--- src/rtl/core/psmrl_pkg.sv ---
// ----------------------------------------------------------------------------
// psmrl_pkg
// types, codes and constants shared by the rate limiter files
// ----------------------------------------------------------------------------
package psmrl_pkg;

  localparam int SLOTS_DEF        = 64;
  localparam int WINDOW_DEPTH_DEF = 30;

  localparam int TIME_W = 32;
  localparam logic [TIME_W-1:0] WINDOW_SECONDS = 32'd60;

  // reset values of the configuration registers
  localparam logic [4:0] MAX_PER_MIN_RST = 5'd8;
  localparam logic [6:0] BYPASS_RST      = 7'd50;
  localparam logic [5:0] MIN_DELAY_RST   = 6'd4;
  localparam logic       RENEW_RST       = 1'b0;

  typedef enum logic [1:0] {
    CFG_MAX_PER_MIN = 2'd0,
    CFG_BYPASS      = 2'd1,
    CFG_MIN_DELAY   = 2'd2,
    CFG_RENEW       = 2'd3
  } cfg_idx_t;

  typedef struct packed {
    logic [4:0] max_per_minute;
    logic [6:0] bypass_level;
    logic [5:0] min_delay;
    logic       renew_delay;
  } cfg_t;

  typedef enum logic [2:0] {
    V_ACCEPT = 3'd0,
    V_PRIOR  = 3'd1,
    V_NOMSG  = 3'd2,
    V_BYPASS = 3'd3,
    V_SOON   = 3'd4,
    V_RATE   = 3'd5
  } verdict_t;

  typedef enum logic [2:0] {
    S_CLEAR,
    S_IDLE,
    S_LAST,
    S_SCAN_RD,
    S_SCAN_CHK,
    S_DECIDE,
    S_DONE
  } state_t;

  typedef struct packed {
    logic lt_min;
    logic gt_window;
  } age_flags_t;

endpackage

--- src/rtl/core/psmrl_age_unit.sv ---
// ----------------------------------------------------------------------------
// psmrl_age_unit
// shared age subtractor: now minus a stored stamp, modulo 2^32, and compares
// ----------------------------------------------------------------------------
module psmrl_age_unit
  import psmrl_pkg::*;
(
  input  logic [TIME_W-1:0] now,
  input  logic [TIME_W-1:0] stamp,
  input  logic [5:0]        min_delay,
  output age_flags_t        flags
);

  logic [TIME_W-1:0] age;

  assign age             = now - stamp;
  assign flags.lt_min    = age < {{(TIME_W-6){1'b0}}, min_delay};
  assign flags.gt_window = age > WINDOW_SECONDS;

endmodule

--- config.mk ---
export PLATFORM = sky130hd
export DESIGN_NAME = psmrl_age_unit
export DESIGN_NICKNAME = d
export VERILOG_FILES = /design/src/rtl/core/psmrl_pkg.sv /design/src/rtl/core/psmrl_age_unit.sv
export SDC_FILE = /design/constraint.sdc
export NUM_CORES = 1
export LEC_CHECK = 0
export ABC_CLOCK_PERIOD_IN_PS = 4460
export BUFFER_PORTS_ARGS = -buffer_cell sky130_fd_sc_hd__buf_2
export CAP_MARGIN = 40
export CORE_UTILIZATION = 30
export DETAILED_ROUTE_END_ITERATION = 8
export GPL_TIMING_DRIVEN = 1
export SLEW_MARGIN = 10
export SYNTH_ARGS = -nofsm -noshare
export SYNTH_HDL_FRONTEND = slang
export SYNTH_SLANG_ARGS = --single-unit
export TNS_END_PERCENT = 50
--- constraint.sdc ---
create_clock -name vclk -period 4.46
set_input_delay 0.892 -clock vclk [all_inputs]
set_output_delay 0.892 -clock vclk [all_outputs]
set_load 0.02 [all_outputs]
==> out/results.txt, run 1 <==
run status: finished, violations left
violated checks: negative setup slack
drt pass-1 iters: 5
Compound-Gate Fraction of Synth Area: 32.4%
sequential-to-total area share from yosys stat: 0%
most common cell after layout, fill and taps aside: buf_4
max-slew violation count: 0
hold_sp: min_delay[5]
first-pass GRT wire length: 13.5 mm
Ys Warns: 0
P&R area growth vs syn: 69.3%
# fillers: 764
Final GP Congestion: 0.938
nets@finish: 638
Gate Count Post-Synth: 352
die area: 0.00776 mm^2
Netlist cell types: 52
Worst Path Max Fanout: 4
antenna-violating nets left: 0
Worst Path Arrival: 4.10 ns
via count: 3,265
core area: 0.00721 mm^2
Setup crit start kind: input port
RSZ-0062 raised after global routing: yes
most frequent cells in the layout: buf_4, buf_2, inv_1
post-detail-place hpwl: 7.62 mm
via count of the first global-routing pass: 2,971
clk_buf instances: 0
Synth Area in Simple Gates: 28.0%
cell row count: 31
wire per inst: 13.9 um
Synth area leaders: ha_1, a21oi_1, inv_1
Post-Syn Nets: 459
GRT Util Overall: 21.8%
diode count: 0
VDD IR-drop max: 0.0000602 V
Vias/cell: 5.20
CTS Hold Bufs: 0
Adder-Cell Fraction of Synth Area: 21.2%
max_cap viols: 0
Iter 0 DRT Violations: 203
pwr dens: 142 mW/mm^2
share of layout cells above drive strength 1: 42.0%
CP Capture Type: primary output
Slew headroom: 68.7%
CP Class: input port to primary output
HP Class: input port to primary output
Post-Synth XOR/XNOR Area: 5.52%
routed wire length: 8.71 mm
Ports: 72
die height: 88.1 um
Die X: 88.1 um
Worst EP required: 3.57 ns
DRC viols: 0
Final Cycle Share: 112%
register area: 0 um^2
Final Critical Period: 4.99 ns
Final TNS setup: -0.972 ns
pin count of the biggest net entering global routing: 9
P_leak: 1.94 nW
Final Hold Vio Count: 0
largest family of logic cells by synthesized area: compound AO/OA/AOI/OAI gates
gr ovfl total: 0
Hold Crit Depth: 7
initial core utilization: 30.8%
Setup WS post-layout: -0.529 ns
Syn Area/Cell: 6.31 um^2
port bufs: 72
mux cell area share after synthesis: 2.70%
Worst-Margin Slew: 0.465 ns
Setup violations, final: 2
Worst Hold End: flags[1]
Max Clk Rate: 0.200 GHz
largest area contributor in the netlist: ha_1
Synth top area share: 20.3%
cell area after synthesis: 0.00222 mm^2
initial antenna violation count: 0
Setup Slack @ Placement: -0.647 ns
FFs & Latches: 0
## cell usage after synthesis, drive strengths merged, types with 3 or more instances
library cell and count:
a211oi 8, a21o 7, a21oi 38, a221oi 3
and2 3, buf 4, clkbuf 10, ha 36
inv 44, mux2i 6, nand2 33, nand2b 9
nand3 12, nand4 11, nor2 28, nor2b 3
nor3 4, o21a 5, o21ai 26, o221ai 4
o31ai 3, or3 6, or4 5, xnor2 6
xor2 8
## metrics by stage
| stage | cell area, um^2 | power [mW] | hold slack [ns] | util, % | instances |
|---|---|---|---|---|---|
| 6_report | 3760 | 0.534 | 2.39 | 52.1 | 628 |
| 5_1_grt | 3760 | 0.588 | 2.42 | 52.1 | 628 |
| 4_1_cts | 3660 | 0.517 | 2.39 | 50.7 | 626 |
| 3_5_place_dp | 3620 | 0.509 | 2.36 | 50.2 | 625 |
| 3_3_place_gp | 3620 | 0.504 | 2.34 | 50.2 | 625 |
| 2_1_floorplan | 2350 | 0.270 | 2.10 | - | 352 |
## power breakdown
group          switching (mW)  internal, mW  total, mW
sequential                  0             0          0
combinational           0.263         0.271      0.534
clock                       0             0          0
total                   0.263         0.271      0.534
## worst max path at each step
stage | from | endpoint | slack (ns) | cells after the start
floorplan | stamp[15] | flags[0] | -0.21 | 12
global placement | stamp[15] | flags[0] | -0.59 | 13
detailed placement | stamp[15] | flags[0] | -0.65 | 13
CTS | now[15] | flags[0] | -0.52 | 12
global route | stamp[20] | flags[0] | -0.58 | 12
finish | stamp[23] | flags[0] | -0.53 | 13
## routing by layer
metal / vias to the layer above / track usage, % / share of wire [%]
met5: - / 0 / 0
met4: 0 / 2.79 / 1.6
met3: 16 / 0.566 / 5.7
met2: 127 / 39.1 / 47
met1: 1480 / 29.7 / 45
li1: 1642 / - / -
## kinds of logic (layout without fill, tap and decap cells)
group | after synthesis | after routing
muxes | 6 | 6
and+or+nand+nor | 123 | 123
buffers and inverters | 58 | 235
AOI/OAI and AO/OA | 114 | 114
adders and majority gates | 37 | 37
xor gates and xnor gates | 14 | 14
## worst max-delay path: stages
cell	delay (ns)
buf_6	0.07
inv_4	0.03
ha_4	0.28
nand2_4	0.05
or2_4	0.25
and4_4	0.18
or4_4	0.52
a221o_1	0.27
or4_4	0.48
nor4_2	0.22
nand4_1	0.18
or4_4	0.52
buf_6	0.15
## repair_timing
| action | 4_1_cts | 5_1_grt |
|---|---|---|
| resized for setup | 9 | 20 |
| hold endpoints to repair | 0 | 0 |
| setup endpoints to repair | 2 | 2 |
| pin swaps | 2 | 11 |
| buffers inserted | 1 | 2 |
## final cells by class
class / instances / area (um^2) / share of cell area, %
repair buffers: 191 / 1300 / 34.5
well taps: 99 / 124 / 3.29
inverters: 44 / 183 / 4.86
multi-input cells: 294 / 2160 / 57.4
(Power assumes the default switching activity.)
==> inputs of run 2 (changes only) <==
- MAX_ROUTING_LAYER: unset -> met4
==> out/results.txt, run 2 (synthesis results as in run 1) <==
pwr dens: 142 mW/mm^2
Worst Path Arrival: 4.07 ns
pin count of the biggest net entering global routing: 11
RSZ-0062 raised after global routing: yes
# fillers: 769
routed wire length: 8.71 mm
max_cap viols: 0
Power Total: 0.532 mW
antenna-violating nets left: 0
core area: 0.00721 mm^2
max-slew violation count: 0
Die X: 88.1 um
Worst-Margin Slew: 0.505 ns
diode count: 0
initial core utilization: 30.8%
HP Class: input port to primary output
DRC viols: 0
clk_buf instances: 0
P_leak: 1.93 nW
Ports: 72
Final Hold Vio Count: 0
Max Clk Rate: 0.202 GHz
Worst EP required: 3.57 ns
via count of the first global-routing pass: 2,954
CP Capture Type: primary output
GRT Util Overall: 22.6%
nets@finish: 637
first-pass GRT wire length: 13.4 mm
gr ovfl total: 0
cell row count: 31
hold_sp: min_delay[5]
most frequent cells in the layout: buf_4, buf_2, inv_1
via count: 3,158
P_int: 0.271 mW
Setup WS post-layout: -0.501 ns
P&R area growth vs syn: 69.0%
die height: 88.1 um
Setup violations, final: 2
run status: finished, violations left
drt pass-1 iters: 4
Final Critical Period: 4.96 ns
Worst Hold End: flags[1]
wire per inst: 13.9 um
FFs & Latches: 0
final std cells w/o fill: 627
Slew headroom: 66.1%
Setup crit start kind: input port
most common cell after layout, fill and taps aside: buf_4
post-detail-place hpwl: 7.53 mm
VDD IR-drop max: 0.0000547 V
Hold Crit Depth: 7
Switching Share: 49.0%
sequential power share: 0%
Vias/cell: 5.04
share of layout cells above drive strength 1: 41.1%
Setup Slack @ Placement: -0.614 ns
WHS: 2.34 ns
Final GP Congestion: 1.02
register area: 0 um^2
port bufs: 72
CP Class: input port to primary output
Worst Path Max Fanout: 2
die area: 0.00776 mm^2
initial antenna violation count: 0
Final Cycle Share: 111%
Psw: 0.261 mW
Final TNS setup: -0.860 ns
violated checks: negative setup slack
clock power share: 0%
placed insts: 621
Iter 0 DRT Violations: 110
Comb pwr share: 100.0%
[run 2: cell count changes in the layout (fill, tap and decap cells not counted), sizes merged]
| cell | previous run | this run |
|---|---|---|
| buf | 191 | 190 |
[run 2: area by class of cell]
class                      count  area (um^2)  share of cell area [%]
inverter                      44          180                    4.80
tap                           99          124                    3.30
timing repair buffer         190         1300                    34.6
multi-input combinational    294         2150                    57.3
[run 2: critical path, cell delays in order]
cell	delay (ns)
buf_8	0.07
inv_4	0.03
ha_4	0.26
a21oi_4	0.05
or2_4	0.25
and4_4	0.18
or4_1	0.49
a221o_1	0.27
or4_4	0.53
nor4_4	0.14
nand4_1	0.18
or4_4	0.58
buf_6	0.15
[run 2: routing by layer]
| metal | wire, um | up-vias | track usage (%) |
|---|---|---|---|
| met2 | 4190 | 88 | 39.5 |
| li1 | - | 1635 | - |
| met5 | 0 | - | - |
| met3 | 420 | 12 | 0.943 |
| met1 | 3990 | 1423 | 29.2 |
| met4 | 113 | 0 | 3.96 |
[run 2: stage by stage]
step | area (um^2) | utilization [%]
6_report | 3750 | 52.0
5_1_grt | 3750 | 52.0
4_1_cts | 3700 | 51.3
3_5_place_dp | 3590 | 49.7
3_3_place_gp | 3590 | 49.7
2_1_floorplan | 2350 | -
[run 2: worst max path at each step]
stage,startpoint,endpoint,slack [ns],depth (start not counted)
after floorplan,stamp[15],flags[0],-0.21,12
after global placement,stamp[15],flags[0],-0.61,13
after detailed placement,stamp[15],flags[0],-0.61,13
after CTS,now[23],flags[0],-0.53,12
after global routing,stamp[23],flags[0],-0.62,13
final,stamp[21],flags[0],-0.50,13
[run 2: power by group through the flow]
stage | Combinational [mW] | Sequential [mW] | Clock, mW
after floorplan | 0.270 | 0 | 0
after global placement | 0.501 | 0 | 0
after detailed placement | 0.504 | 0 | 0
after CTS | 0.521 | 0 | 0
after global routing | 0.582 | 0 | 0
final | 0.532 | 0 | 0
[run 2: repair_timing]
item | CTS | global route
hold buffers | 0 | 0
gates resized for setup | 16 | 9
setup endpoints to repair | 2 | 2
pin swaps | 13 | 8
setup buffers | 5 | 1
==> inputs of run 3 (changes only) <==
- CELL_PAD_IN_SITES_DETAIL_PLACEMENT: unset -> 0
- CELL_PAD_IN_SITES_GLOBAL_PLACEMENT: unset -> 2
- CORE_UTILIZATION: 30 -> 25
- PLACE_DENSITY_LB_ADDON: unset -> 0.1
==> out/results.txt, run 3 (synthesis results as in run 1) <==
Worst EP required: 3.57 ns
Crit-path slowest cell: or4_4
P_leak: 1.96 nW
wire per inst: 13.9 um
pin count of the biggest net entering global routing: 10
Worst Path Max Fanout: 2
routed wire length: 8.96 mm
Vias/cell: 4.93
Ports: 72
die height: 96.3 um
share of layout cells above drive strength 1: 42.2%
FFs & Latches: 0
VDD IR-drop max: 0.0000485 V
DRC viols: 0
initial antenna violation count: 0
most frequent cells in the layout: buf_4, buf_2, inv_1
die area: 0.00927 mm^2
first-pass GRT wire length: 14.0 mm
Setup violations, final: 2
diode count: 0
via count: 3,175
RSZ-0062 raised after global routing: yes
Worst Setup SP: stamp[21]
Worst-Margin Slew: 0.492 ns
Worst Path Arrival: 4.09 ns
post-detail-place hpwl: 7.97 mm
pwr dens: 141 mW/mm^2
P&R area growth vs syn: 72.1%
HP Class: input port to primary output
Setup crit start kind: input port
hold_sp: min_delay[5]
CP peak stage delay: 0.57 ns
placed insts: 634
cell row count: 34
Slew headroom: 66.9%
clk_buf instances: 0
CP Capture Type: primary output
Final TNS setup: -0.914 ns
GRT Util Overall: 19.9%
CP cell instances: buf_6, inv_4, ha_4, a21oi_4, or2_4, and4_4, or4_4, a221o_1, or4_1, nor4_1, nand4_1, or4_4, buf_6
Worst Hold End: flags[1]
Max Clk Rate: 0.201 GHz
Hold Crit Depth: 7
initial core utilization: 25.6%
Final Cycle Share: 112%
Final Critical Period: 4.98 ns
Die X: 96.3 um
core area: 0.00868 mm^2
nets@finish: 645
gr ovfl total: 0
port bufs: 72
max_cap viols: 0
Setup WS post-layout: -0.518 ns
violated checks: negative setup slack
max-slew violation count: 0
register area: 0 um^2
most common cell after layout, fill and taps aside: buf_4
drt pass-1 iters: 4
CP Class: input port to primary output
antenna-violating nets left: 0
Iter 0 DRT Violations: 79
Final Hold Vio Count: 0
final std cells w/o fill: 644
via count of the first global-routing pass: 2,956
run status: finished, violations left
Final GP Congestion: 0.901
## run 3: timing repair
item                       CTS  global route
buffers inserted            10             0
setup endpoints to repair    2             2
resized for setup           11            15
cloned                       0             0
pin swaps                   10            10
hold buffers                 0             0
## run 3: worst max-delay path: cells and delay by family
| kind | cells | cell delay (ns) |
|---|---|---|
| fa+ha+maj | 1 | 0.26 |
| compound gates | 2 | 0.32 |
| buf+inv | 3 | 0.25 |
| simple gates | 7 | 2.36 |
## run 3: layout make-up
type | instances | area, um^2
Fill cell | 955 | 4850
Inverter | 44 | 183
Multi-Input combinational cell | 294 | 2150
Timing Repair Buffer | 198 | 1360
Tap cell | 108 | 135
## run 3: metrics by stage
step	instance area (um^2)	util, %	power [mW]	hold WS [ns]	setup slack [ns]
after global routing	3820	44.1	0.596	2.45	-0.586
after global placement	3630	41.8	0.509	2.36	-0.572
after detailed placement	3630	41.8	0.510	2.37	-0.566
after floorplan	2350	-	0.270	2.10	-0.213
final	3820	44.1	0.541	2.40	-0.518
after CTS	3750	43.3	0.530	2.37	-0.558
## run 3: metal layers
layer | global-route usage (%) | wire, um | vias to the layer above
li1 | - | - | 1656
met1 | 25.7 | 4310 | 1433
met2 | 35.2 | 4220 | 80
met3 | 0.711 | 354 | 6
met4 | 2.36 | 78 | 0
met5 | - | 0 | -
## run 3: worst max path at each step
| stage | to | cells past startpoint | slack (ns) |
|---|---|---|---|
| global route | flags[0] | 13 | -0.59 |
| finish | flags[0] | 13 | -0.52 |
| CTS | flags[0] | 13 | -0.56 |
| detailed placement | flags[0] | 13 | -0.57 |
| floorplan | flags[0] | 12 | -0.21 |
| global placement | flags[0] | 13 | -0.57 |
## run 3: where the power goes
part | total [mW] | internal (mW) | switching, mW
sequential | 0 | 0 | 0
combinational | 0.541 | 0.277 | 0.263
clock | 0 | 0 | 0
