## src/rtl/core/psmrl_pkg.sv

```systemverilog
// ----------------------------------------------------------------------------
// psmrl_pkg
// types, codes and constants shared by the rate limiter files
// ----------------------------------------------------------------------------
package psmrl_pkg;

  localparam int SLOTS_DEF        = 64;
  localparam int WINDOW_DEPTH_DEF = 30;

  localparam int TIME_W = 32;
  localparam logic [TIME_W-1:0] WINDOW_SECONDS = 32'd60;

  // reset values of the configuration registers
  localparam logic [4:0] MAX_PER_MIN_RST = 5'd8;
  localparam logic [6:0] BYPASS_RST      = 7'd50;
  localparam logic [5:0] MIN_DELAY_RST   = 6'd4;
  localparam logic       RENEW_RST       = 1'b0;

  typedef enum logic [1:0] {
    CFG_MAX_PER_MIN = 2'd0,
    CFG_BYPASS      = 2'd1,
    CFG_MIN_DELAY   = 2'd2,
    CFG_RENEW       = 2'd3
  } cfg_idx_t;

  typedef struct packed {
    logic [4:0] max_per_minute;
    logic [6:0] bypass_level;
    logic [5:0] min_delay;
    logic       renew_delay;
  } cfg_t;

  typedef enum logic [2:0] {
    V_ACCEPT = 3'd0,
    V_PRIOR  = 3'd1,
    V_NOMSG  = 3'd2,
    V_BYPASS = 3'd3,
    V_SOON   = 3'd4,
    V_RATE   = 3'd5
  } verdict_t;

  typedef enum logic [2:0] {
    S_CLEAR,
    S_IDLE,
    S_LAST,
    S_SCAN_RD,
    S_SCAN_CHK,
    S_DECIDE,
    S_DONE
  } state_t;

  typedef struct packed {
    logic lt_min;
    logic gt_window;
  } age_flags_t;

endpackage

```

## src/rtl/core/psmrl_cfg_regs.sv

```systemverilog
// ----------------------------------------------------------------------------
// psmrl_cfg_regs
// configuration register file, written through the cfg channel
// ----------------------------------------------------------------------------
module psmrl_cfg_regs
  import psmrl_pkg::*;
(
  input  logic       clk,
  input  logic       rst_n,
  input  logic       cfg_valid,
  output logic       cfg_ready,
  input  logic [1:0] cfg_index,
  input  logic [7:0] cfg_data,
  output cfg_t       cfg
);

  cfg_t cfg_r;
  cfg_t cfg_nxt;

  assign cfg_ready = 1'b1;

  always_comb begin
    cfg_nxt = cfg_r;
    if (cfg_valid) begin
      case (cfg_idx_t'(cfg_index))
        CFG_MAX_PER_MIN: begin
          cfg_nxt.max_per_minute = cfg_data[4:0];
        end
        CFG_BYPASS: begin
          cfg_nxt.bypass_level = cfg_data[6:0];
        end
        CFG_MIN_DELAY: begin
          cfg_nxt.min_delay = cfg_data[5:0];
        end
        CFG_RENEW: begin
          cfg_nxt.renew_delay = cfg_data[0];
        end
        default: begin
          cfg_nxt = cfg_r;
        end
      endcase
    end
  end

  always_ff @(posedge clk) begin
    if (!rst_n) begin
      cfg_r.max_per_minute <= MAX_PER_MIN_RST;
      cfg_r.bypass_level   <= BYPASS_RST;
      cfg_r.min_delay      <= MIN_DELAY_RST;
      cfg_r.renew_delay    <= RENEW_RST;
    end else begin
      cfg_r <= cfg_nxt;
    end
  end

  assign cfg = cfg_r;

endmodule

```

## config.mk

```make
export PLATFORM = sky130hd
export DESIGN_NAME = psmrl_cfg_regs
export DESIGN_NICKNAME = d
export VERILOG_FILES = /design/src/rtl/core/psmrl_pkg.sv /design/src/rtl/core/psmrl_cfg_regs.sv
export SDC_FILE = /design/constraint.sdc
export NUM_CORES = 1
export LEC_CHECK = 0
export BUFFER_PORTS_ARGS = -buffer_cell sky130_fd_sc_hd__buf_2
export CAP_MARGIN = 20
export CORE_UTILIZATION = 40
export DETAILED_ROUTE_END_ITERATION = 7
export GPL_ROUTABILITY_DRIVEN = 0
export GPL_TIMING_DRIVEN = 1
export HOLD_SLACK_MARGIN = 0.02
export PLACE_DENSITY = 0.68
export SETUP_SLACK_MARGIN = 0.05
export SYNTH_ARGS = -nofsm -noshare
export SYNTH_HDL_FRONTEND = slang
export SYNTH_SLANG_ARGS = --single-unit
```

## constraint.sdc

```tcl
create_clock -name clk -period 2.6 [get_ports clk]
set_input_delay 0.52 -clock clk [delete_from_list [all_inputs] [get_ports clk]]
set_output_delay 0.52 -clock clk [all_outputs]
set_load 0.005 [all_outputs]
```

==> out/summary.log, run 1 <==
INFO  run_status     outcome=finished, final reports clean
INFO  layout         final_util=0.4923
INFO  yosys          post_synth_num_cell_types=15
INFO  worst_hold_path worst_hold_startpoint=cfg_data[6]
INFO  floorplanning  floorplan.core_area=1962um2
INFO  clocking       clock_latency=0.30ns
INFO  yosys          synth_nets=97
INFO  yosys          synth_seq_cells=19
INFO  timing         grt_setup_unrepaired=false
INFO  yosys          yosysSeqAreaShare=0.4565
INFO  global_routing grt_start_max_net_pins=27
INFO  power          power_density=534.9nW/um2
INFO  clocking       clock_sink_count=19
INFO  placement      port_buffers=30
INFO  power          power.share.combinational=0.117
INFO  run            max_capacitance_violation_count=0
INFO  clocking       htreeDepth=1
INFO  placement      place.detailed.hpwl=1081um
INFO  clocking       max-clock-path-buffers=2
INFO  critical_path  cp_data_arrival_time=0.79ns
INFO  yosys          synth.avg_cell_area=9.920um2
INFO  power          power.net_switching=129.2uW
INFO  yosys          synthesis.instances=84
INFO  timing         post-route-period-util=0.5040
INFO  global_routing globalRouteOverflowTotal=0
INFO  placement      placed_cells=132
INFO  layout         diodes=0
INFO  critical_path  worst_r2r_startpoint=cfg[12]$_SDFFE_PN1P_
INFO  timing         final_hold_viol_count=0
INFO  power          part_of_the_total_power_dissipated_in_sequential_elements=0.595
INFO  yosys          ys_warn_count=0
INFO  floorplanning  fp.dieArea=2270um2
INFO  routing        drt-vias-per-instance=4.794
INFO  timing         finalWorstPathRequiredPeriod=1.310ns
INFO  critical_path  path_delay_family=flip-flops
INFO  power          irDropWorstVdd=0.3089mV
INFO  critical_path  worstPathRequired=2.08ns
INFO  layout         layout-area-overhead-vs-synth=15.92%
INFO  floorplanning  placement_rows=16
INFO  routing        routedWlPerCell=10.95um
INFO  routing        drt_iter0_drc=6
INFO  critical_path  setup.worst_path.end_class=output pin
INFO  power          internal_power=387.5uW
INFO  timing         final-setup-viol-count=0
INFO  yosys          synth_top_cell_by_area=sky130_fd_sc_hd__dfxtp_1
INFO  clocking       post-cts-setup-buffers=0
INFO  global_routing grt_usage=0.1375
INFO  routing        drt_pass1_iterations=4
INFO  routing        drcViolationCount=0
INFO  routing        vias=652
INFO  timing         clock-skew-final=0ns
INFO  global_routing number_of_global_route_vias_before_repair=492
INFO  clocking       tritoncts=built
INFO  critical_path  crit_path_start_kind=register
INFO  timing         achievable-frequency=763.1MHz
INFO  critical_path  setup.worst_path.class=register to output pin
INFO  power          power_frac_clock=0.288
INFO  floorplanning  die_height=47.64um
INFO  critical_path  ff2ff_path_depth=2
INFO  placement      placement.cell_area=938.4um2
INFO  clocking       cts_root_buffer=sky130_fd_sc_hd__clkbuf_4
INFO  layout         instances_no_fill=136
INFO  global_routing antenna_violations_before_repair=0
INFO  layout         final_layout_size_suffix_gt1_frac=0.3211
INFO  worst_hold_path worst_hold_path.endpoint=cfg[13]$_SDFFE_PN0P_
INFO  layout         most-common-layout-cells=30 x sky130_fd_sc_hd__buf_2, 21 x sky130_fd_sc_hd__nand2_1, 19 x sky130_fd_sc_hd__dfxtp_1
INFO  global_routing wire_length_of_the_first_global_routing_pass=2145um
INFO  clocking       postCtsResizedCells=0
INFO  power          leak=0.0004725uW
INFO  yosys          syn_area=833.3um2
INFO  floorplanning  io_pins=33
INFO  layout         layout.cells.most_common=sky130_fd_sc_hd__buf_2
INFO  routing        ant_nets=0
INFO  clocking       cts-buffers-inserted=3
INFO  critical_path  max_stage_delay=0.37ns
INFO  timing         slew_viol_final=0
INFO  critical_path  timing.rr.end=cfg[12]$_SDFFE_PN1P_
INFO  floorplanning  die_w=47.64um
INFO  critical_path  timing.critical_path.cells=buf_2
INFO  critical_path  setup.reg_to_reg.worst_slack=1.99ns
INFO  layout         layout.nets=123
INFO  timing         fin_hold_ws=0.4587ns
INFO  critical_path  crit_slowest_cell=sky130_fd_sc_hd__dfxtp_1
INFO  layout         largest_register_ff_count=19
INFO  clocking       clk_transition_reported_paths=0.12ns
INFO  layout         post-route-cell-area=965.9um2
INFO  floorplanning  initial_utilization=0.4247
INFO  routing        wl=1489um
INFO  worst_hold_path holdPathStages=3
INFO  timing         fin_setup_tns=0ns
INFO  power          netSwitchingFraction=0.2500
INFO  clocking       cts_hold_buf=0
INFO  critical_path  worstPathBufferInverterCount=1
INFO  yosys          synthDominantCellAreaShare=0.4565
INFO  critical_path  critical_path_peak_fanout=2
INFO  worst_hold_path holdCritPathClass=input port to register
INFO  yosys          synth_top_cells_by_area=sky130_fd_sc_hd__dfxtp_1 46%, sky130_fd_sc_hd__mux2i_1 17%, sky130_fd_sc_hd__nand2_1 9.5%, sky130_fd_sc_hd__buf_6 6.8%, sky130_fd_sc_hd__o211ai_1 4.5%
==> power by group through the flow <==
| stage | Combinational, uW | Sequential (uW) | Clock, uW |
|---|---|---|---|
| floorplan | 43.1 | 316 | 0 |
| global placement | 59.9 | 314 | 0 |
| detailed placement | 60.6 | 314 | 0 |
| CTS | 60.8 | 308 | 152 |
| global route | 67.7 | 310 | 164 |
| finish | 60.2 | 308 | 149 |
==> area by class of cell <==
class,count,area (um2)
clock buffers,3,22.52
well taps,27,33.78
inverters,5,18.77
clock inverters,1,5.005
repair buffers,30,150.1
multi-input cells,51,355.3
fillers,211,996.0
flip-flops and latches,19,380.4
==> cell usage after synthesis <==
library cell / count
sky130_fd_sc_hd__and3b_1: 2
sky130_fd_sc_hd__buf_4: 1
sky130_fd_sc_hd__nand4bb_1: 1
sky130_fd_sc_hd__mux2i_1: 14
sky130_fd_sc_hd__nor3b_4: 1
sky130_fd_sc_hd__dfxtp_1: 19
sky130_fd_sc_hd__nand3_1: 1
sky130_fd_sc_hd__inv_1: 5
sky130_fd_sc_hd__conb_1: 1
sky130_fd_sc_hd__nand2_1: 21
sky130_fd_sc_hd__buf_2: 3
sky130_fd_sc_hd__nand3b_1: 1
sky130_fd_sc_hd__nand4b_1: 4
sky130_fd_sc_hd__o211ai_1: 5
sky130_fd_sc_hd__buf_6: 5
==> cells by family after synthesis <==
group           count (synthesis)  synth area share
simple gates                   31            0.2087
flops                          19            0.4565
mux                            14            0.1682
buf+inv                        14            0.1171
compound gates                  5           0.04505
other cells                     1          0.004500
==> how the worst max path moves through the flow <==
stage                             start                   end  slack [ns]  cells past startpoint
floorplan                  cfg_index[1]  cfg[14]$_SDFFE_PN0P_        1.40                      3
global placement           cfg_index[0]   cfg[4]$_SDFFE_PN0P_        1.20                      3
detailed placement         cfg_index[0]   cfg[4]$_SDFFE_PN0P_        1.16                      3
CTS                 cfg[5]$_SDFFE_PN0P_                cfg[5]        1.30                      1
global route        cfg[5]$_SDFFE_PN0P_                cfg[5]        1.26                      1
finish              cfg[5]$_SDFFE_PN0P_                cfg[5]        1.29                      1
==> stage by stage <==
stage               worst slack [ns]  total power, uW
floorplan                      1.396            358.8
global placement               1.196            374.0
detailed placement             1.158            375.0
CTS                            1.295            520.2
global route                   1.264            541.7
finish                         1.290            516.7
==> layer usage <==
layer  part of all wire  vias to the layer above  GRT usage
met5                  0                        -          0
met4              0.017                        0    0.08333
met3              0.050                        2    0.03396
met2               0.42                       18     0.1918
met1               0.51                      304     0.1899
li1                   -                      328          -
No activity file was read; power rests on OpenSTA's default activity.
==> run 2: changes to the inputs <==
- PLACE_DENSITY: 0.68 -> 0.7
- clock period: 2.6 -> 1.2 ns (I/O delays scaled with it)
==> out/summary.log, run 2 (synthesized netlist as in run 1, its figures left out) <==
INFO  routing        vias=656
INFO  global_routing globalRouteOverflowTotal=0
INFO  global_routing antenna_violations_before_repair=0
INFO  clocking       htreeDepth=1
INFO  timing         post-route-period-util=0.8348
INFO  floorplanning  initial_utilization=0.4247
INFO  floorplanning  io_pins=33
INFO  layout         most-common-layout-cells=30 x sky130_fd_sc_hd__buf_2, 21 x sky130_fd_sc_hd__nand2_1, 19 x sky130_fd_sc_hd__dfxtp_1
INFO  power          irDropWorstVdd=0.5167mV
INFO  power          leak=0.0004948uW
INFO  critical_path  worstPathRequired=0.96ns
INFO  placement      place.detailed.hpwl=1190um
INFO  floorplanning  floorplan.core_area=1962um2
INFO  layout         layout-area-overhead-vs-synth=20.27%
INFO  run            max_capacitance_violation_count=0
INFO  layout         layout.cells.most_common=sky130_fd_sc_hd__buf_2
INFO  critical_path  max_stage_delay=0.36ns
INFO  power          power.total=1122uW
INFO  critical_path  critical_path_peak_fanout=2
INFO  floorplanning  die_height=47.64um
INFO  critical_path  setup.worst_path.end_class=output pin
INFO  floorplanning  die_w=47.64um
INFO  clocking       cts_root_buffer=sky130_fd_sc_hd__clkbuf_4
INFO  global_routing grt_usage=0.1594
INFO  routing        drt_iter0_drc=9
INFO  clocking       clk_transition_reported_paths=0.10ns
INFO  routing        wl=1660um
INFO  timing         slew_viol_final=0
INFO  clocking       clock_sink_count=19
INFO  floorplanning  placement_rows=16
INFO  layout         final_util=0.5108
INFO  routing        drcViolationCount=1
INFO  timing         achievable-frequency=998.3MHz
INFO  placement      detailedPlace.worstSlack=0.1109ns
INFO  clocking       cts_hold_buf=0
INFO  critical_path  crit_slowest_cell=sky130_fd_sc_hd__dfxtp_1
INFO  power          power_density=1119nW/um2
INFO  clocking       postCtsResizedCells=0
INFO  routing        routedWlPerCell=11.77um
INFO  clocking       cts-buffers-inserted=3
INFO  placement      placed_cells=137
INFO  critical_path  path_delay_family=flip-flops
INFO  critical_path  setup.worst_path.class=register to output pin
INFO  clocking       max-clock-path-buffers=2
INFO  layout         final_layout_size_suffix_gt1_frac=0.3421
INFO  timing         finalWorstPathRequiredPeriod=1.002ns
INFO  layout         fillers=207
INFO  layout         diodes=0
INFO  timing         final_hold_viol_count=0
INFO  layout         largest_register_ff_count=19
INFO  critical_path  crit_path_start_kind=register
INFO  run_status     violated_checks=DRC
INFO  routing        drt_pass1_iterations=6
INFO  critical_path  timing.critical_path.cells=buf_2
INFO  routing        ant_nets=0
INFO  critical_path  worstPathBufferInverterCount=1
INFO  worst_hold_path holdCritPathClass=input port to register
INFO  floorplanning  fp.dieArea=2270um2
INFO  layout         layout.nets=128
INFO  clocking       clock_latency=0.29ns
INFO  clocking       post-cts-setup-buffers=0
INFO  run_status     outcome=complete, but fails checks
INFO  global_routing grt_start_max_net_pins=19
INFO  routing        drt-vias-per-instance=4.652
INFO  layout         instances_no_fill=141
INFO  timing         final-setup-viol-count=0
INFO  clocking       tritoncts=built
INFO  timing         fin_setup_tns=0ns
INFO  global_routing wire_length_of_the_first_global_routing_pass=2484um
INFO  timing         clock-skew-final=0ns
INFO  placement      port_buffers=30
INFO  critical_path  cp_data_arrival_time=0.76ns
INFO  timing         grt_setup_unrepaired=false
INFO  timing         layout_setup_ws=0.1982ns
INFO  global_routing number_of_global_route_vias_before_repair=575
run 2: cell types whose count changed in the layout (fill, tap and decap cells not counted):
cell                       delta
sky130_fd_sc_hd__buf_4        +5
sky130_fd_sc_hd__clkinv_2     -1
sky130_fd_sc_hd__clkbuf_1     +1
run 2: worst paths after layout:
| check | start | to | slack (ns) | cells after the start |
|---|---|---|---|---|
| worst min register to register | cfg[5]$_SDFFE_PN0P_ | cfg[5]$_SDFFE_PN0P_ | 0.46 | 2 |
| worst min-delay path | cfg_data[5] | cfg[6]$_SDFFE_PN0P_ | 0.22 | 3 |
| worst max-delay path | cfg[15]$_SDFFE_PN0P_ | cfg[15] | 0.20 | 1 |
| worst max register to register | cfg[15]$_SDFFE_PN0P_ | cfg[15]$_SDFFE_PN0P_ | 0.58 | 2 |
run 2: power breakdown:
part | total [uW] | internal, uW | switching, uW
logic | 143 | 69.5 | 73.9
clock network | 312 | 129 | 183
registers | 666 | 655 | 11.2
total | 1120 | 854 | 268
run 2: routing by layer:
layer,GRT usage,vias up,part of all wire
met2,0.2712,13,0.49
met4,0.08333,0,0.011
met3,0.02264,2,0.039
met5,0,-,0
li1,-,338,-
met1,0.1950,303,0.46
run 2: final cells by class:
class | instances | area (um2) | share of cell area
multi-input cells | 51 | 355.3 | 0.3546
inverters | 5 | 18.77 | 0.01873
well taps | 27 | 33.78 | 0.03371
repair buffers | 35 | 187.7 | 0.1873
clock buffers | 4 | 26.28 | 0.02622
flip-flops and latches | 19 | 380.4 | 0.3795
run 2: through the flow:
stage                     instance area, um2  hold WS (ns)
after floorplan                        833.3        0.3821
after global placement                 975.9        0.4407
after detailed placement               975.9        0.4441
after CTS                               1002        0.2172
after global routing                    1002        0.2109
final                                   1002        0.2204
==> run 3: changes to the inputs <==
- ABC_AREA: not set -> 1
- PLACE_DENSITY: 0.7 -> 0.68
- clock period: 1.2 -> 1 ns (I/O delays scaled with it)
==> out/summary.log, run 3 <==
INFO  clocking       clock_sink_count=19
INFO  timing         fin_setup_tns=0ns
INFO  timing         achievable-frequency=1050MHz
INFO  placement      place.detailed.hpwl=1260um
INFO  yosys          synthDominantCellAreaShare=0.4551
INFO  run_status     outcome=finished, final reports clean
INFO  power          power.net_switching=370.7uW
INFO  timing         layout_setup_ws=0.04807ns
INFO  layout         largest_register_ff_count=19
INFO  power          leak=0.0005935uW
INFO  yosys          ys_top_cells_by_count=30 x sky130_fd_sc_hd__nand2_1, 24 x sky130_fd_sc_hd__nor2_1, 19 x sky130_fd_sc_hd__dfxtp_1
INFO  worst_hold_path holdCritPathClass=input port to register
INFO  timing         finalWorstPathRequiredPeriod=0.9519ns
INFO  clocking       clock_latency=0.29ns
INFO  yosys          synth_top_cell_by_area=sky130_fd_sc_hd__dfxtp_1
INFO  timing         final-setup-viol-count=0
INFO  critical_path  setup.worst_path.end_class=output pin
INFO  yosys          synthesis.instances=120
INFO  placement      placed_cells=173
INFO  critical_path  max_stage_delay=0.34ns
INFO  power          part_of_the_total_power_dissipated_in_sequential_elements=0.574
INFO  yosys          number_of_enable_flip_flop_cells_after_synthesis=0
INFO  critical_path  cp_data_arrival_time=0.75ns
INFO  timing         clock-skew-final=0ns
INFO  power          netSwitchingFraction=0.2575
INFO  routing        routedWlPerCell=10.09um
INFO  yosys          synth_nets=133
INFO  critical_path  path_delay_family=flip-flops
INFO  critical_path  crit_path_start_kind=register
INFO  floorplanning  placement_rows=16
INFO  clocking       cts_hold_buf=0
INFO  yosys          post_synth_num_cell_types=14
INFO  timing         final_hold_viol_count=0
INFO  clocking       max-clock-path-buffers=2
INFO  yosys          ys_warn_count=0
INFO  clocking       cts-buffers-inserted=3
INFO  power          internal_power=1069uW
INFO  global_routing globalRouteOverflowTotal=0
INFO  global_routing grt_start_max_net_pins=20
INFO  power          irDropWorstVdd=0.7045mV
INFO  routing        wl=1796um
INFO  clocking       clk_transition_reported_paths=0.10ns
INFO  floorplanning  die_w=47.71um
INFO  clocking       htreeDepth=1
INFO  layout         layout-area-overhead-vs-synth=30.99%
INFO  critical_path  worstPathRequired=0.80ns
INFO  floorplanning  io_pins=33
INFO  global_routing grt_usage=0.1709
INFO  floorplanning  fp.dieArea=2276um2
INFO  yosys          synth_seq_cells=19
INFO  yosys          synth.avg_cell_area=6.965um2
INFO  yosys          yosysMostFrequentCell=sky130_fd_sc_hd__nand2_1
INFO  global_routing number_of_global_route_vias_before_repair=642
INFO  layout         diodes=0
INFO  power          power_frac_clock=0.264
INFO  timing         grt_setup_unrepaired=true
INFO  clocking       tritoncts=built
INFO  timing         post-route-period-util=0.9519
INFO  global_routing antenna_violations_before_repair=0
INFO  layout         fillers=212
INFO  routing        ant_nets=0
INFO  critical_path  timing.critical_path.cells=buf_2
INFO  power          power_density=1315nW/um2
INFO  yosys          synthFlopType=sky130_fd_sc_hd__dfxtp_1
INFO  floorplanning  floorplan.core_area=1962um2
INFO  yosys          yosysSeqAreaShare=0.4551
INFO  routing        drt-vias-per-instance=4.489
INFO  yosys          async_reset_ff_frac=0
INFO  clocking       cts_root_buffer=sky130_fd_sc_hd__clkbuf_4
INFO  routing        vias=799
INFO  layout         layout.cells.most_common=sky130_fd_sc_hd__nand2_1
INFO  layout         layout.nets=165
INFO  power          power.share.combinational=0.162
INFO  floorplanning  initial_utilization=0.4260
INFO  layout         instances_no_fill=178
INFO  routing        drt_pass1_iterations=4
INFO  critical_path  crit_slowest_cell=sky130_fd_sc_hd__dfxtp_2
INFO  layout         final_layout_size_suffix_gt1_frac=0.4106
INFO  routing        drt_iter0_drc=9
INFO  critical_path  critical_path_peak_fanout=2
INFO  critical_path  setup.worst_path.class=register to output pin
INFO  yosys          synth_top_cells_by_area=sky130_fd_sc_hd__dfxtp_1 46%, sky130_fd_sc_hd__nand2_1 13%, sky130_fd_sc_hd__nor2_1 11%, sky130_fd_sc_hd__nand3_1 6.6%, sky130_fd_sc_hd__inv_1 6.3%
INFO  placement      port_buffers=30
INFO  timing         slew_viol_final=0
INFO  floorplanning  die_height=47.71um
INFO  layout         most-common-layout-cells=30 x sky130_fd_sc_hd__nand2_1, 24 x sky130_fd_sc_hd__nor2_1, 22 x sky130_fd_sc_hd__buf_2
INFO  routing        drcViolationCount=0
INFO  critical_path  worstPathBufferInverterCount=1
INFO  run            max_capacitance_violation_count=0
INFO  placement      detailedPlace.worstSlack=0.04957ns
INFO  yosys          syn_area=835.8um2
INFO  power          power.total=1440uW
INFO  global_routing wire_length_of_the_first_global_routing_pass=2725um
==> run 3: cell count changes after synthesis, moves of 5 or more <==
cell | before | now
sky130_fd_sc_hd__inv_1 | 5 | 14
sky130_fd_sc_hd__mux2i_1 | 14 | 0
sky130_fd_sc_hd__nand2_1 | 21 | 30
sky130_fd_sc_hd__nand3_1 | 1 | 11
sky130_fd_sc_hd__nor2_1 | 0 | 24
sky130_fd_sc_hd__o211ai_1 | 5 | 0
==> run 3: metal layers <==
metal | global-route usage | up-vias | wire length [um]
met4 | 0.06667 | 0 | 9
met3 | 0.03774 | 2 | 104
met5 | 0 | - | 0
li1 | - | 424 | -
met2 | 0.2541 | 29 | 813
met1 | 0.2397 | 344 | 867
==> run 3: final cells by class <==
| class | instances | area, um2 | area share |
|---|---|---|---|
| Clock buffer | 4 | 26.28 | 0.02400 |
| Inverter | 16 | 60.06 | 0.05486 |
| Multi-Input combinational cell | 77 | 332.8 | 0.3040 |
| Sequential cell | 19 | 404.1 | 0.3691 |
| Tap cell | 27 | 33.78 | 0.03086 |
| Timing Repair Buffer | 35 | 237.7 | 0.2171 |
==> run 3: kinds of logic after synthesis <==
group	count (synthesis)	share of synthesized area
other	1	0.004487
buffers and inverters	24	0.1467
AO/OA/AOI/OAI	4	0.02395
AND/OR/NAND/NOR	72	0.3698
flip-flops	19	0.4551
==> run 3: what timing repair did <==
action                                  in CTS  in global routing
setup buffers                                0                  1
cloned                                       0                  0
pin swaps                                    0                  0
resized for setup                           14                 13
endpoints found under the setup margin      15                 19
==> run 3: power by group through the flow <==
stage	clock [uW]	combinational [uW]	sequential [uW]
CTS	401	214	820
global route	434	266	831
detailed placement	0	212	831
floorplan	0	127	836
global placement	0	207	830
finish	380	234	826
==> run 3: worst paths after layout <==
| path | start | endpoint | slack [ns] | cells after the start |
|---|---|---|---|---|
| worst max-delay path | cfg[15]$_SDFFE_PN0P_ | cfg[15] | 0.05 | 1 |
| worst min-delay path | cfg_data[6] | cfg[13]$_SDFFE_PN0P_ | 0.14 | 3 |
| worst max register to register | cfg[9]$_SDFFE_PN0P_ | cfg[9]$_SDFFE_PN0P_ | 0.24 | 5 |
| worst min register to register | cfg[12]$_SDFFE_PN1P_ | cfg[12]$_SDFFE_PN1P_ | 0.46 | 2 |
==> run 3: tightest hold or removal path, delay by kind of cell <==
kind | cells | cell delay, ns
buffers and inverters | 1 | 0.08
and+or+nand+nor | 2 | 0.12
==> run 3: metrics by stage <==
stage / hold slack [ns] / area, um2 / utilization
after floorplan: 0.3349 / 835.8 / -
after global placement: 0.4223 / 987.2 / 0.5032
after detailed placement: 0.4409 / 987.2 / 0.5032
after CTS: 0.1310 / 1031 / 0.5255
after global routing: 0.1380 / 1095 / 0.5580
final: 0.1416 / 1095 / 0.5580
